--- src/hw/rtl/scps_pkg.sv ---
`default_nettype none

package scps_pkg;

   localparam int UNITS_W = 5;
   localparam int TICKS_W = 12;
   localparam int COUNT_W = 7;
   localparam int TPU_W   = 7;
   localparam int ADDR_W  = 4;
   localparam int DATA_W  = 32;

   // ticks per configured unit, pulse phases and gap phases
   localparam logic [TPU_W-1:0] TICKS_PER_PULSE_UNIT = 7'd25;
   localparam logic [TPU_W-1:0] TICKS_PER_GAP_UNIT   = 7'd125;

   localparam logic [UNITS_W-1:0] UNITS_RESET = 5'd2;

   typedef enum logic [2:0] {
      PH_IDLE = 3'd0,
      PH_ADV  = 3'd1,
      PH_GAP1 = 3'd2,
      PH_SHUT = 3'd3,
      PH_GAP2 = 3'd4
   } phase_type;

   typedef enum logic [1:0] {
      REG_ADV_UNITS  = 2'd0,
      REG_GAP1_UNITS = 2'd1,
      REG_SHUT_UNITS = 2'd2,
      REG_GAP2_UNITS = 2'd3
   } reg_index_type;

   // first phase of a slide with a nonzero length, idle if all are zero
   function automatic phase_type first_phase(input logic [3:0] nz);
      phase_type p;
      if (nz[0])      p = PH_ADV;
      else if (nz[1]) p = PH_GAP1;
      else if (nz[2]) p = PH_SHUT;
      else if (nz[3]) p = PH_GAP2;
      else            p = PH_IDLE;
      return p;
   endfunction

   // next nonzero phase after cur within the same slide, idle at slide end
   function automatic phase_type next_phase(input phase_type cur, input logic [3:0] nz);
      phase_type p;
      p = PH_IDLE;
      case (cur)
         PH_ADV: begin
            if (nz[1])      p = PH_GAP1;
            else if (nz[2]) p = PH_SHUT;
            else if (nz[3]) p = PH_GAP2;
         end
         PH_GAP1: begin
            if (nz[2])      p = PH_SHUT;
            else if (nz[3]) p = PH_GAP2;
         end
         PH_SHUT: begin
            if (nz[3])      p = PH_GAP2;
         end
         default: p = PH_IDLE;
      endcase
      return p;
   endfunction

endpackage

`default_nettype wire

--- src/hw/rtl/slide_copy_pulse_sequencer_core.sv ---
`default_nettype none

// channel   direction  beat contents
// req       in         tdata[6:0] slide_count, tuser[0] operation (0 tick, 1 start)
// rsp       out        tdata[2:0] advance/shutter/idle, tlast run_finished
// csr       in/out     apb registers 0..3 at byte offsets 0x0, 0x4, 0x8, 0xc
//
// one beat per cycle while req_tready is high: each req beat updates the sequencer state
// and its result lands in the rsp output register at the edge it is accepted
// req_tready drops only while a result sits unclaimed in the output register
// reset (synchronous) puts the sequencer idle and all unit registers at 2
// a phase length is sampled from its unit register when the phase is entered

module slide_copy_pulse_sequencer_core (
   input  wire                          clock,
   input  wire                          reset,
   // req beat
   input  wire                          req_tvalid,
   output logic                         req_tready,
   input  wire  [7:0]                   req_tdata,   // [6:0] slide_count
   input  wire  [0:0]                   req_tuser,   // [0] operation
   // rsp beat
   output logic                         rsp_tvalid,
   input  wire                          rsp_tready,
   output logic [7:0]                   rsp_tdata,   // [0] advance, [1] shutter, [2] idle
   output logic                         rsp_tlast,   // run_finished
   // configuration
   input  wire                          csr_psel,
   input  wire                          csr_penable,
   input  wire                          csr_pwrite,
   input  wire  [scps_pkg::ADDR_W-1:0]  csr_paddr,
   input  wire  [scps_pkg::DATA_W-1:0]  csr_pwdata,
   output logic [scps_pkg::DATA_W-1:0]  csr_prdata,
   output logic                         csr_pready
);
   import scps_pkg::*;

   // unit registers
   logic [UNITS_W-1:0] adv_units_ff, gap1_units_ff, shut_units_ff, gap2_units_ff;
   reg_index_type      csr_index;
   logic               csr_write;

   // sequencer state
   phase_type          phase_ff, phase_in;
   logic [TICKS_W-1:0] ticks_ff, ticks_in;
   logic [COUNT_W-1:0] slides_ff, slides_in;
   logic               pending_ff, pending_in;
   logic [COUNT_W-1:0] pcount_ff, pcount_in;

   // result register
   logic               rsp_valid_ff, rsp_valid_in;
   logic [2:0]         rsp_flags_ff, rsp_flags_in;
   logic               rsp_fin_ff, rsp_fin_in;

   logic               req_accept;
   logic               op_start;
   logic [COUNT_W-1:0] req_count;
   logic [3:0]         nz;
   phase_type          first_ph, after_ph, load_ph;
   logic               load_en;
   logic               fin;
   logic [COUNT_W-1:0] slides_dec;
   logic [UNITS_W-1:0] load_units;
   logic [TPU_W-1:0]   load_tpu;
   logic [TICKS_W-1:0] load_len;

   // ---------------------------------------------------------------- csr
   assign csr_pready = 1'b1;
   assign csr_index  = reg_index_type'(csr_paddr[3:2]);
   assign csr_write  = csr_psel && csr_penable && csr_pwrite && csr_pready;

   always_ff @(posedge clock) begin
      if (reset) begin
         adv_units_ff  <= UNITS_RESET;
         gap1_units_ff <= UNITS_RESET;
         shut_units_ff <= UNITS_RESET;
         gap2_units_ff <= UNITS_RESET;
      end else if (csr_write) begin
         case (csr_index)
            REG_ADV_UNITS:  adv_units_ff  <= csr_pwdata[UNITS_W-1:0];
            REG_GAP1_UNITS: gap1_units_ff <= csr_pwdata[UNITS_W-1:0];
            REG_SHUT_UNITS: shut_units_ff <= csr_pwdata[UNITS_W-1:0];
            REG_GAP2_UNITS: gap2_units_ff <= csr_pwdata[UNITS_W-1:0];
            default: ;
         endcase
      end
   end

   always_comb begin
      case (csr_index)
         REG_ADV_UNITS:  csr_prdata = DATA_W'(adv_units_ff);
         REG_GAP1_UNITS: csr_prdata = DATA_W'(gap1_units_ff);
         REG_SHUT_UNITS: csr_prdata = DATA_W'(shut_units_ff);
         REG_GAP2_UNITS: csr_prdata = DATA_W'(gap2_units_ff);
         default:        csr_prdata = '0;
      endcase
   end

   // ---------------------------------------------------------------- handshake
   // output register frees up in the same cycle its beat is taken
   assign req_tready = !rsp_valid_ff || rsp_tready;
   assign req_accept = req_tvalid && req_tready;
   assign op_start   = req_tuser[0];
   assign req_count  = req_tdata[COUNT_W-1:0];

   // ---------------------------------------------------------------- step logic
   // zero-length phases are skipped, so only the nonzero map matters for order
   assign nz = {gap2_units_ff != '0, shut_units_ff != '0,
                gap1_units_ff != '0, adv_units_ff != '0};
   assign first_ph   = first_phase(nz);
   assign after_ph   = next_phase(phase_ff, nz);
   assign slides_dec = slides_ff - COUNT_W'(1);

   always_comb begin
      phase_in   = phase_ff;
      ticks_in   = ticks_ff;
      slides_in  = slides_ff;
      pending_in = pending_ff;
      pcount_in  = pcount_ff;
      load_en    = 1'b0;
      load_ph    = first_ph;
      fin        = 1'b0;

      if (req_accept) begin
         if (op_start) begin
            if (phase_ff == PH_IDLE) begin
               slides_in = req_count;
               ticks_in  = '0;
               // empty count or all-zero lengths finish at once
               if (req_count == '0 || first_ph == PH_IDLE) begin
                  fin = 1'b1;
               end else begin
                  load_en = 1'b1;
               end
            end else begin
               // start during a run: hold it, latest count wins
               pending_in = 1'b1;
               pcount_in  = req_count;
            end
         end else if (phase_ff != PH_IDLE) begin
            if (ticks_ff > TICKS_W'(1)) begin
               ticks_in = ticks_ff - TICKS_W'(1);
            end else if (after_ph != PH_IDLE) begin
               load_en = 1'b1;
               load_ph = after_ph;
            end else begin
               // slide done
               slides_in = slides_dec;
               if (slides_dec != '0 && first_ph != PH_IDLE) begin
                  load_en = 1'b1;
               end else begin
                  fin      = 1'b1;
                  phase_in = PH_IDLE;
                  ticks_in = '0;
                  if (pending_ff) begin
                     // pending run takes over in the same step
                     pending_in = 1'b0;
                     slides_in  = pcount_ff;
                     if (pcount_ff != '0 && first_ph != PH_IDLE) begin
                        load_en = 1'b1;
                     end
                  end
               end
            end
         end
      end

      if (load_en) begin
         phase_in = load_ph;
         ticks_in = load_len;
      end
   end

   // one small multiplier for the length of the phase being entered
   always_comb begin
      case (load_ph)
         PH_ADV: begin
            load_units = adv_units_ff;
            load_tpu   = TICKS_PER_PULSE_UNIT;
         end
         PH_GAP1: begin
            load_units = gap1_units_ff;
            load_tpu   = TICKS_PER_GAP_UNIT;
         end
         PH_SHUT: begin
            load_units = shut_units_ff;
            load_tpu   = TICKS_PER_PULSE_UNIT;
         end
         PH_GAP2: begin
            load_units = gap2_units_ff;
            load_tpu   = TICKS_PER_GAP_UNIT;
         end
         default: begin
            load_units = '0;
            load_tpu   = '0;
         end
      endcase
   end

   assign load_len = TICKS_W'(TICKS_W'(load_units) * TICKS_W'(load_tpu));

   // ---------------------------------------------------------------- result
   always_comb begin
      rsp_valid_in = rsp_valid_ff;
      rsp_flags_in = rsp_flags_ff;
      rsp_fin_in   = rsp_fin_ff;
      if (req_accept) begin
         rsp_valid_in = 1'b1;
         rsp_flags_in = {phase_in == PH_IDLE, phase_in == PH_SHUT, phase_in == PH_ADV};
         rsp_fin_in   = fin;
      end else if (rsp_tready) begin
         rsp_valid_in = 1'b0;
      end
   end

   always_ff @(posedge clock) begin
      if (reset) begin
         phase_ff     <= PH_IDLE;
         ticks_ff     <= '0;
         slides_ff    <= '0;
         pending_ff   <= 1'b0;
         pcount_ff    <= '0;
         rsp_valid_ff <= 1'b0;
      end else begin
         phase_ff     <= phase_in;
         ticks_ff     <= ticks_in;
         slides_ff    <= slides_in;
         pending_ff   <= pending_in;
         pcount_ff    <= pcount_in;
         rsp_valid_ff <= rsp_valid_in;
      end
   end

   always_ff @(posedge clock) begin
      rsp_flags_ff <= rsp_flags_in;
      rsp_fin_ff   <= rsp_fin_in;
   end

   assign rsp_tvalid = rsp_valid_ff;
   assign rsp_tdata  = {5'b0, rsp_flags_ff};
   assign rsp_tlast  = rsp_fin_ff;

   // ---------------------------------------------------------------- checks
   // an active phase always has time left on it
   a_ticks_live: assert property (@(posedge clock) disable iff (reset)
      phase_ff != PH_IDLE |-> ticks_ff != '0)
      else $error("active phase with no ticks left");

   // an active run always has a slide to work on
   a_slides_live: assert property (@(posedge clock) disable iff (reset)
      phase_ff != PH_IDLE |-> slides_ff != '0)
      else $error("active phase with no slides left");

   // a held start only exists while a run is going
   a_pending_in_run: assert property (@(posedge clock) disable iff (reset)
      pending_ff |-> phase_ff != PH_IDLE)
      else $error("pending start while idle");

   // the idle lamp never shows together with a drive line
   a_idle_excl: assert property (@(posedge clock) disable iff (reset)
      rsp_valid_ff && rsp_flags_ff[2] |-> rsp_flags_ff[1:0] == 2'b00)
      else $error("idle lamp with a drive line active");

endmodule

`default_nettype wire

--- config.mk ---
export PLATFORM = sky130hd
export DESIGN_NAME = slide_copy_pulse_sequencer_core
export DESIGN_NICKNAME = d
export VERILOG_FILES = /design/src/hw/rtl/scps_pkg.sv /design/src/hw/rtl/slide_copy_pulse_sequencer_core.sv
export SDC_FILE = /design/constraint.sdc
export NUM_CORES = 1
export LEC_CHECK = 0
export ABC_CLOCK_PERIOD_IN_PS = 8400
export BUFFER_PORTS_ARGS = -buffer_cell sky130_fd_sc_hd__buf_2
export CORE_MARGIN = 8
export CORE_UTILIZATION = 55
export CTS_CLUSTER_DIAMETER = 40
export DETAILED_ROUTE_END_ITERATION = 8
export GPL_TIMING_DRIVEN = 1
export PLACE_DENSITY = 0.81
export SYNTH_ARGS = -nofsm -noshare
export SYNTH_HDL_FRONTEND = slang
export SYNTH_SLANG_ARGS = --single-unit
--- constraint.sdc ---
create_clock -name clock -period 8.4 [get_ports clock]
set_clock_uncertainty 0.05 [all_clocks]
set_input_delay 0 -clock clock [delete_from_list [all_inputs] [get_ports clock]]
set_output_delay 0 -clock clock [all_outputs]
set_load 0.05 [all_outputs]
After elaboration in Yosys (flattened, before gate mapping)
Index checks and enable logic that the tools add are counted.

cells by class
  bitwise gates (word level) = 1
  equality and inequality tests = 20
  order comparisons = 1
  multiplexer cells = 60
  add/subtract/negate cells = 2
  $mul = 1
  reduce and logical (&&, ||, !) cells = 36

operator list
  kind                                                                              count
  32-bit one-hot mux with 4 select lines                                            1
  12-bit two-way mux                                                                8
  7-bit two-way mux                                                                 7
  3-bit two-way mux                                                                 16
  1-bit two-way mux                                                                 25
  5-bit one-hot mux with 4 select lines                                             1
  5-bit nonzero test                                                                4
  3-bit by 2-bit equality test with 1-bit output, second input constant             5
  7-bit one-hot mux with 2 select lines                                             1
  7-bit nonzero test                                                                2
  12-bit by 1-bit greater-than comparator with 1-bit output, second input constant  1
  5-bit by 7-bit multiplier with 12-bit output                                      1
  3-bit nonzero test                                                                4
  12-bit by 1-bit subtractor with 12-bit output, second input constant              1
  5-bit AND reduction                                                               2
  3-bit by 1-bit equality test with 1-bit output, second input constant             3
  3-bit logical NOT                                                                 3
  3-bit one-hot mux with 3 select lines                                             1
  2-bit != test, second input constant                                              4
  4-bit != test, second input constant                                              2
  2-bit AND reduction                                                               4
  7-bit logical NOT                                                                 1
  7-bit by 1-bit subtractor with 7-bit output, second input constant                1
  6-bit AND reduction                                                               1
  13 further kinds                                                                  22

word-level totals
  logic and storage cells = 133
  input bits = 52
  output and inout port bits = 44
  bits in registers = 55

Depth between registers and ports, before layout
  depth after elaboration = 17
  gate-level depth with buffers = 23
  depth with buffers taken out = 23

Worst setup path after synthesis
Ideal clock, no wire load.

  kind = reg-to-reg
  start point = reg ticks_ff[4]
  end point = reg ticks_ff[9]
  stages on the path, launching flop included = 19
  data arrival time = 6.192 ns
  data required time = 8.279 ns
  clock period less this slack = 6.312 ns
  path buffers = 0
  setup slack = 2.088 ns
  library setup time = 0.071 ns
  path through = dfxtp_1 > or4_4 > or4_4 > or4_4 > o22ai_2 > mux2_2 > a222oi_1 > nor2_1 > fa_1 > fa_1 > fa_1 > ha_1 > o21ai_0 > a21boi_0 > o21ai_0 > nor2b_1 > xnor2_1 > nand2_1 > a21oi_1

on the way
  word-level cells in the longest chain between the ends = 10
  elaborated cells between the ends (all ways) = 30
  classes of those cells = add/sub: 1; mul: 1; order compare: 1; eq/ne: 7; mux: 15; reduce/logical: 5

ends and longest elaborated chain
  what                                                       RTL line                                text
  from (decl)                                                slide_copy_pulse_sequencer_core.sv:45   logic [TICKS_W-1:0] ticks_ff, ticks_in;
  from (signal assigned)                                     slide_copy_pulse_sequencer_core.sv:226  ticks_ff <= ticks_in;
  12-bit by 1-bit greater-than comparator with 1-bit output  slide_copy_pulse_sequencer_core.sv:141  if (ticks_ff > TICKS_W'(1)) begin
  3-bit two-way mux                                          slide_copy_pulse_sequencer_core.sv:141
  3-bit two-way mux                                          slide_copy_pulse_sequencer_core.sv:140  end else if (phase_ff != PH_IDLE) begin
  3-bit two-way mux                                          slide_copy_pulse_sequencer_core.sv:125  if (op_start) begin
  3-bit two-way mux                                          slide_copy_pulse_sequencer_core.sv:124  if (req_accept) begin
  3-bit equality test, or another cell as far along          slide_copy_pulse_sequencer_core.sv:176  case (load_ph)
  2-bit OR reduction (no source line)                        n/a
  7-bit one-hot mux with 2 select lines                      slide_copy_pulse_sequencer_core.sv:176
  5-bit by 7-bit multiplier with 12-bit output               slide_copy_pulse_sequencer_core.sv:200  assign load_len = TICKS_W'(TICKS_W'(load_units) * TICKS_W'(load_tpu));
  12-bit two-way mux                                         slide_copy_pulse_sequencer_core.sv:168  if (load_en) begin

Parallel ways exist; a longest one is shown, timed or not. The select of a mux whose other input is x is not followed.
A chain may end at the register's enable or synchronous reset.

Final worst setup path
  start point = reg ticks_ff[4]
  end point = reg ticks_ff[11]

Same word-level chain as after synthesis.

==> flow_summary.json <==
{
  "first_iter_violations": 239,
  "start_util_pct": 55.9,
  "timing.final.max_slew_violations": 0,
  "antennaDiodeCount": 0,
  "grt_pass1_vias": 3656,
  "synth_cell_types": 64,
  "drc_errors": 0,
  "gp_congestion": 0.931,
  "routed_via_density": 5.74,
  "crit_arrival_ns": 7.18,
  "total_power_mw": 0.639,
  "power.leakage_nw": 2.12,
  "cts_tree": "done",
  "grt_max_degree": 37,
  "fin_nets": 623,
  "met1Wirelength_um": 4260,
  "finalCriticalPeriod_ns": 6.98,
  "synth_flop_cell": "dfxtp_1",
  "crit_type": "register to register",
  "setup_tns_ns": 0,
  "syn_area_mm2": 0.00425,
  "clk_pin_slew_worst_paths_ns": 0.10,
  "totalWireLength_um": 9820,
  "first_pass_iters": 5,
  "pwr-share-comb_pct": 30.6,
  "place_hpwl_um": 7320,
  "cts_htree_levels": 2,
  "endpoint_kind": "register",
  "placed_cell_area_mm2": 0.00434,
  "worst_slew_pin_slew_ns": 0.982,
  "stdcell_count": 638,
  "async_flop_share_pct": 0,
  "wl_per_cell_um": 15.4,
  "finalCritPeriodShare_pct": 83.1,
  "cts_buffer_depth": 2,
  "critPathLaunchType": "register",
  "numCtsBuffers": 5,
  "status": "finished, final reports clean",
  "globalRouteOverflowTotal": 0,
  "syn_inst": 503,
  "rsz0062_at_grt": "no",
  "switching_share_pct": 36.9,
  "vias": 3663,
  "die_area_mm2": 0.0108,
  "final_area_mm2": 0.00456,
  "synth_enable_flop_cells": 4,
  "seqPwrFrac_pct": 45.9,
  "postRouteAntennaNets": 0,
  "antenna_found_initial": 0,
  "ys_seq_area_share_pct": 26.8,
  "ys_top_cells_by_area": "dfxtp_1, ha_1, mux2i_1, buf_4, nor2_1",
  "grt_pass1_wl_um": 16800,
  "cp_max_fo": 10,
  "areaGrowthSynthToFinish_pct": 7.30,
  "dp_cells": 616,
  "cp.required_ns": 8.60,
  "met2_length_um": 4720,
  "ir_worst_vdd_mv": 0.111,
  "drive_gt1_share_pct": 13.1,
  "routed.top_layer": "met4",
  "p_sw_mw": 0.236,
  "intPower_mw": 0.403,
  "synth_top_area_share_pct": 24.0,
  "synth.largest_area_cell": "dfxtp_1",
  "power_density_mw_per_mm2": 140,
  "relSlewSlack_pct": 34.0,
  "pin_count": 96,
  "hp-class": "input pin to register",
  "hold_viol_final": 0,
  "ys_ff_latch": 55,
  "cts_root_buf": "clkbuf_8",
  "dr_wl_met3_um": 640,
  "fmax_mhz": 143,
  "io_buffers": 32,
  "die_h_um": 104,
  "cap_violations": 0,
  "clock_sinks": 55,
  "core_mm2": 0.00761,
  "fin_hold_ws_ns": 0.0523,
  "syn_area_per_cell_um2": 8.45,
  "track_usage_pct": 18.1,
  "chipWidth_um": 104,
  "num_rows": 32,
  "yosysWarnings": 0,
  "setup_violations": 0,
  "clkPwrFrac_pct": 23.5,
  "clk_latency_ns": 0.32
}
==> cell families (layout without fill, tap and decap cells) <==
logic type / Yosys count / after routing / share of synthesized area [%]
buf+inv: 87 / 89 / 10.6
compound gates: 101 / 101 / 15.4
mux: 39 / 39 / 10.9
fa+ha+maj: 36 / 36 / 12.4
other cells: 2 / 33 / 0.177
flops: 55 / 55 / 26.8
xor+xnor: 15 / 15 / 3.09
simple gates: 168 / 168 / 20.7
==> metrics by stage <==
step,worst slack [ns],util (%)
2_1_floorplan,2.09,-
3_3_place_gp,1.59,57.0
5_1_grt,0.943,60.0
6_report,1.42,60.0
3_5_place_dp,1.47,57.0
4_1_cts,1.44,60.0
==> power by group through the flow <==
stage	Clock, mW	Combinational [mW]	Sequential, mW
floorplan	0	0.161	0.301
global placement	0	0.181	0.297
detailed placement	0	0.186	0.298
CTS	0.152	0.192	0.292
global route	0.161	0.214	0.295
finish	0.150	0.196	0.293
==> routing by layer <==
| layer | GRT usage (%) | vias to the layer above |
|---|---|---|
| li1 | - | 1787 |
| met3 | 3.66 | 18 |
| met1 | 21.6 | 1727 |
| met2 | 30.8 | 131 |
| met5 | 0 | - |
| met4 | 7.45 | 0 |
==> worst paths after layout <==
| check | cells past startpoint | startpoint | slack [ns] | to |
|---|---|---|---|---|
| hold reg to reg | 2 | pending_ff | 0.45 | pending_ff |
| setup / recovery | 18 | ticks_ff[4] | 1.42 | ticks_ff[11] |
| hold / removal | 3 | req_tuser | 0.05 | slides_ff[6] |
| setup reg to reg | 18 | ticks_ff[4] | 1.42 | ticks_ff[11] |
==> flip-flops by register name, indices dropped and copies added, names as in the netlist <==
name / cells
rsp_flags_ff: 3
rsp_tlast: 1
pcount_ff: 7
ticks_ff: 12
rsp_tvalid: 1
slides_ff: 7
adv_units_ff: 5
phase_ff: 3
gap1_units_ff: 5
pending_ff: 1
gap2_units_ff: 5
shut_units_ff: 5
==> timing repair <==
action / 4_1_cts / 5_1_grt
endpoints found under the hold margin: 33 / 0
resized for setup: 0 / 0
buffers inserted: 0 / 0
hold buffers: 14 / 0
==> layout by cell type (no fill, tap or decap), types with 3 or more instances in the layout <==
cell / Yosys / routed
a211oi_1: 4 / 4
a21oi_1: 32 / 32
a222oi_1: 4 / 4
a311oi_1: 3 / 3
a31oi_1: 5 / 5
buf_2: 0 / 32
clkbuf_8: 0 / 5
conb_1: 2 / 33
dfxtp_1: 51 / 51
dlygate4sd3_1: 0 / 14
edfxtp_1: 4 / 4
fa_1: 10 / 10
ha_1: 26 / 26
inv_1: 34 / 34
mux2_2: 3 / 3
mux2i_1: 30 / 30
mux4_2: 5 / 5
nand2_1: 21 / 21
nand2b_1: 5 / 5
nand3_1: 10 / 10
nand4_1: 3 / 3
nor2_1: 65 / 65
nor2b_1: 3 / 3
nor3_1: 14 / 14
nor3b_1: 3 / 3
nor4_1: 7 / 7
o211ai_1: 4 / 4
o21ai_0: 24 / 24
o31ai_1: 5 / 5
or2_2: 7 / 7
or3_1: 7 / 7
or4_1: 4 / 4
or4_4: 3 / 3
xnor2_1: 13 / 13
==> worst max-delay path, cell delays in order (launching register included) <==
cell and delay, ns:
dfxtp_1 0.38, or4_4 0.58, or4_4 0.49, or4_4 0.56
o22ai_2 0.48, mux2_2 0.40, a222oi_1 0.81, nor2_1 0.23
fa_1 0.62, fa_1 0.45, fa_1 0.48, ha_1 0.33
o21ai_0 0.12, a21boi_0 0.24, o21ai_0 0.13, a21oi_1 0.17
xnor2_1 0.16, a21oi_1 0.09, nor2_1 0.13
==> final cells by class <==
class | count | area (um^2)
clock buffers | 6 | 72.6
clock inverters | 2 | 12.5
fillers | 676 | 3050
inverters | 35 | 131
multi-input cells | 392 | 2780
flip-flops and latches | 55 | 1140
well taps | 102 | 128
repair buffers | 46 | 300
==> synth_stat cells (all sizes together) (4+ instances only) <==
library cell	instances
mux2	4
ha	26
o211ai	4
mux2i	30
fa	10
o31ai	5
inv	35
nand2	21
or3	8
nand3	10
nor3	14
dfxtp	51
a21oi	32
a222oi	4
a211oi	4
edfxtp	4
or4	7
nor4	8
nor2	65
a31oi	6
o21ai	25
clkbuf	19
xnor2	13
or2	9
nand2b	5
mux4	5
buf	33
Power figures use the tool's default switching activity.
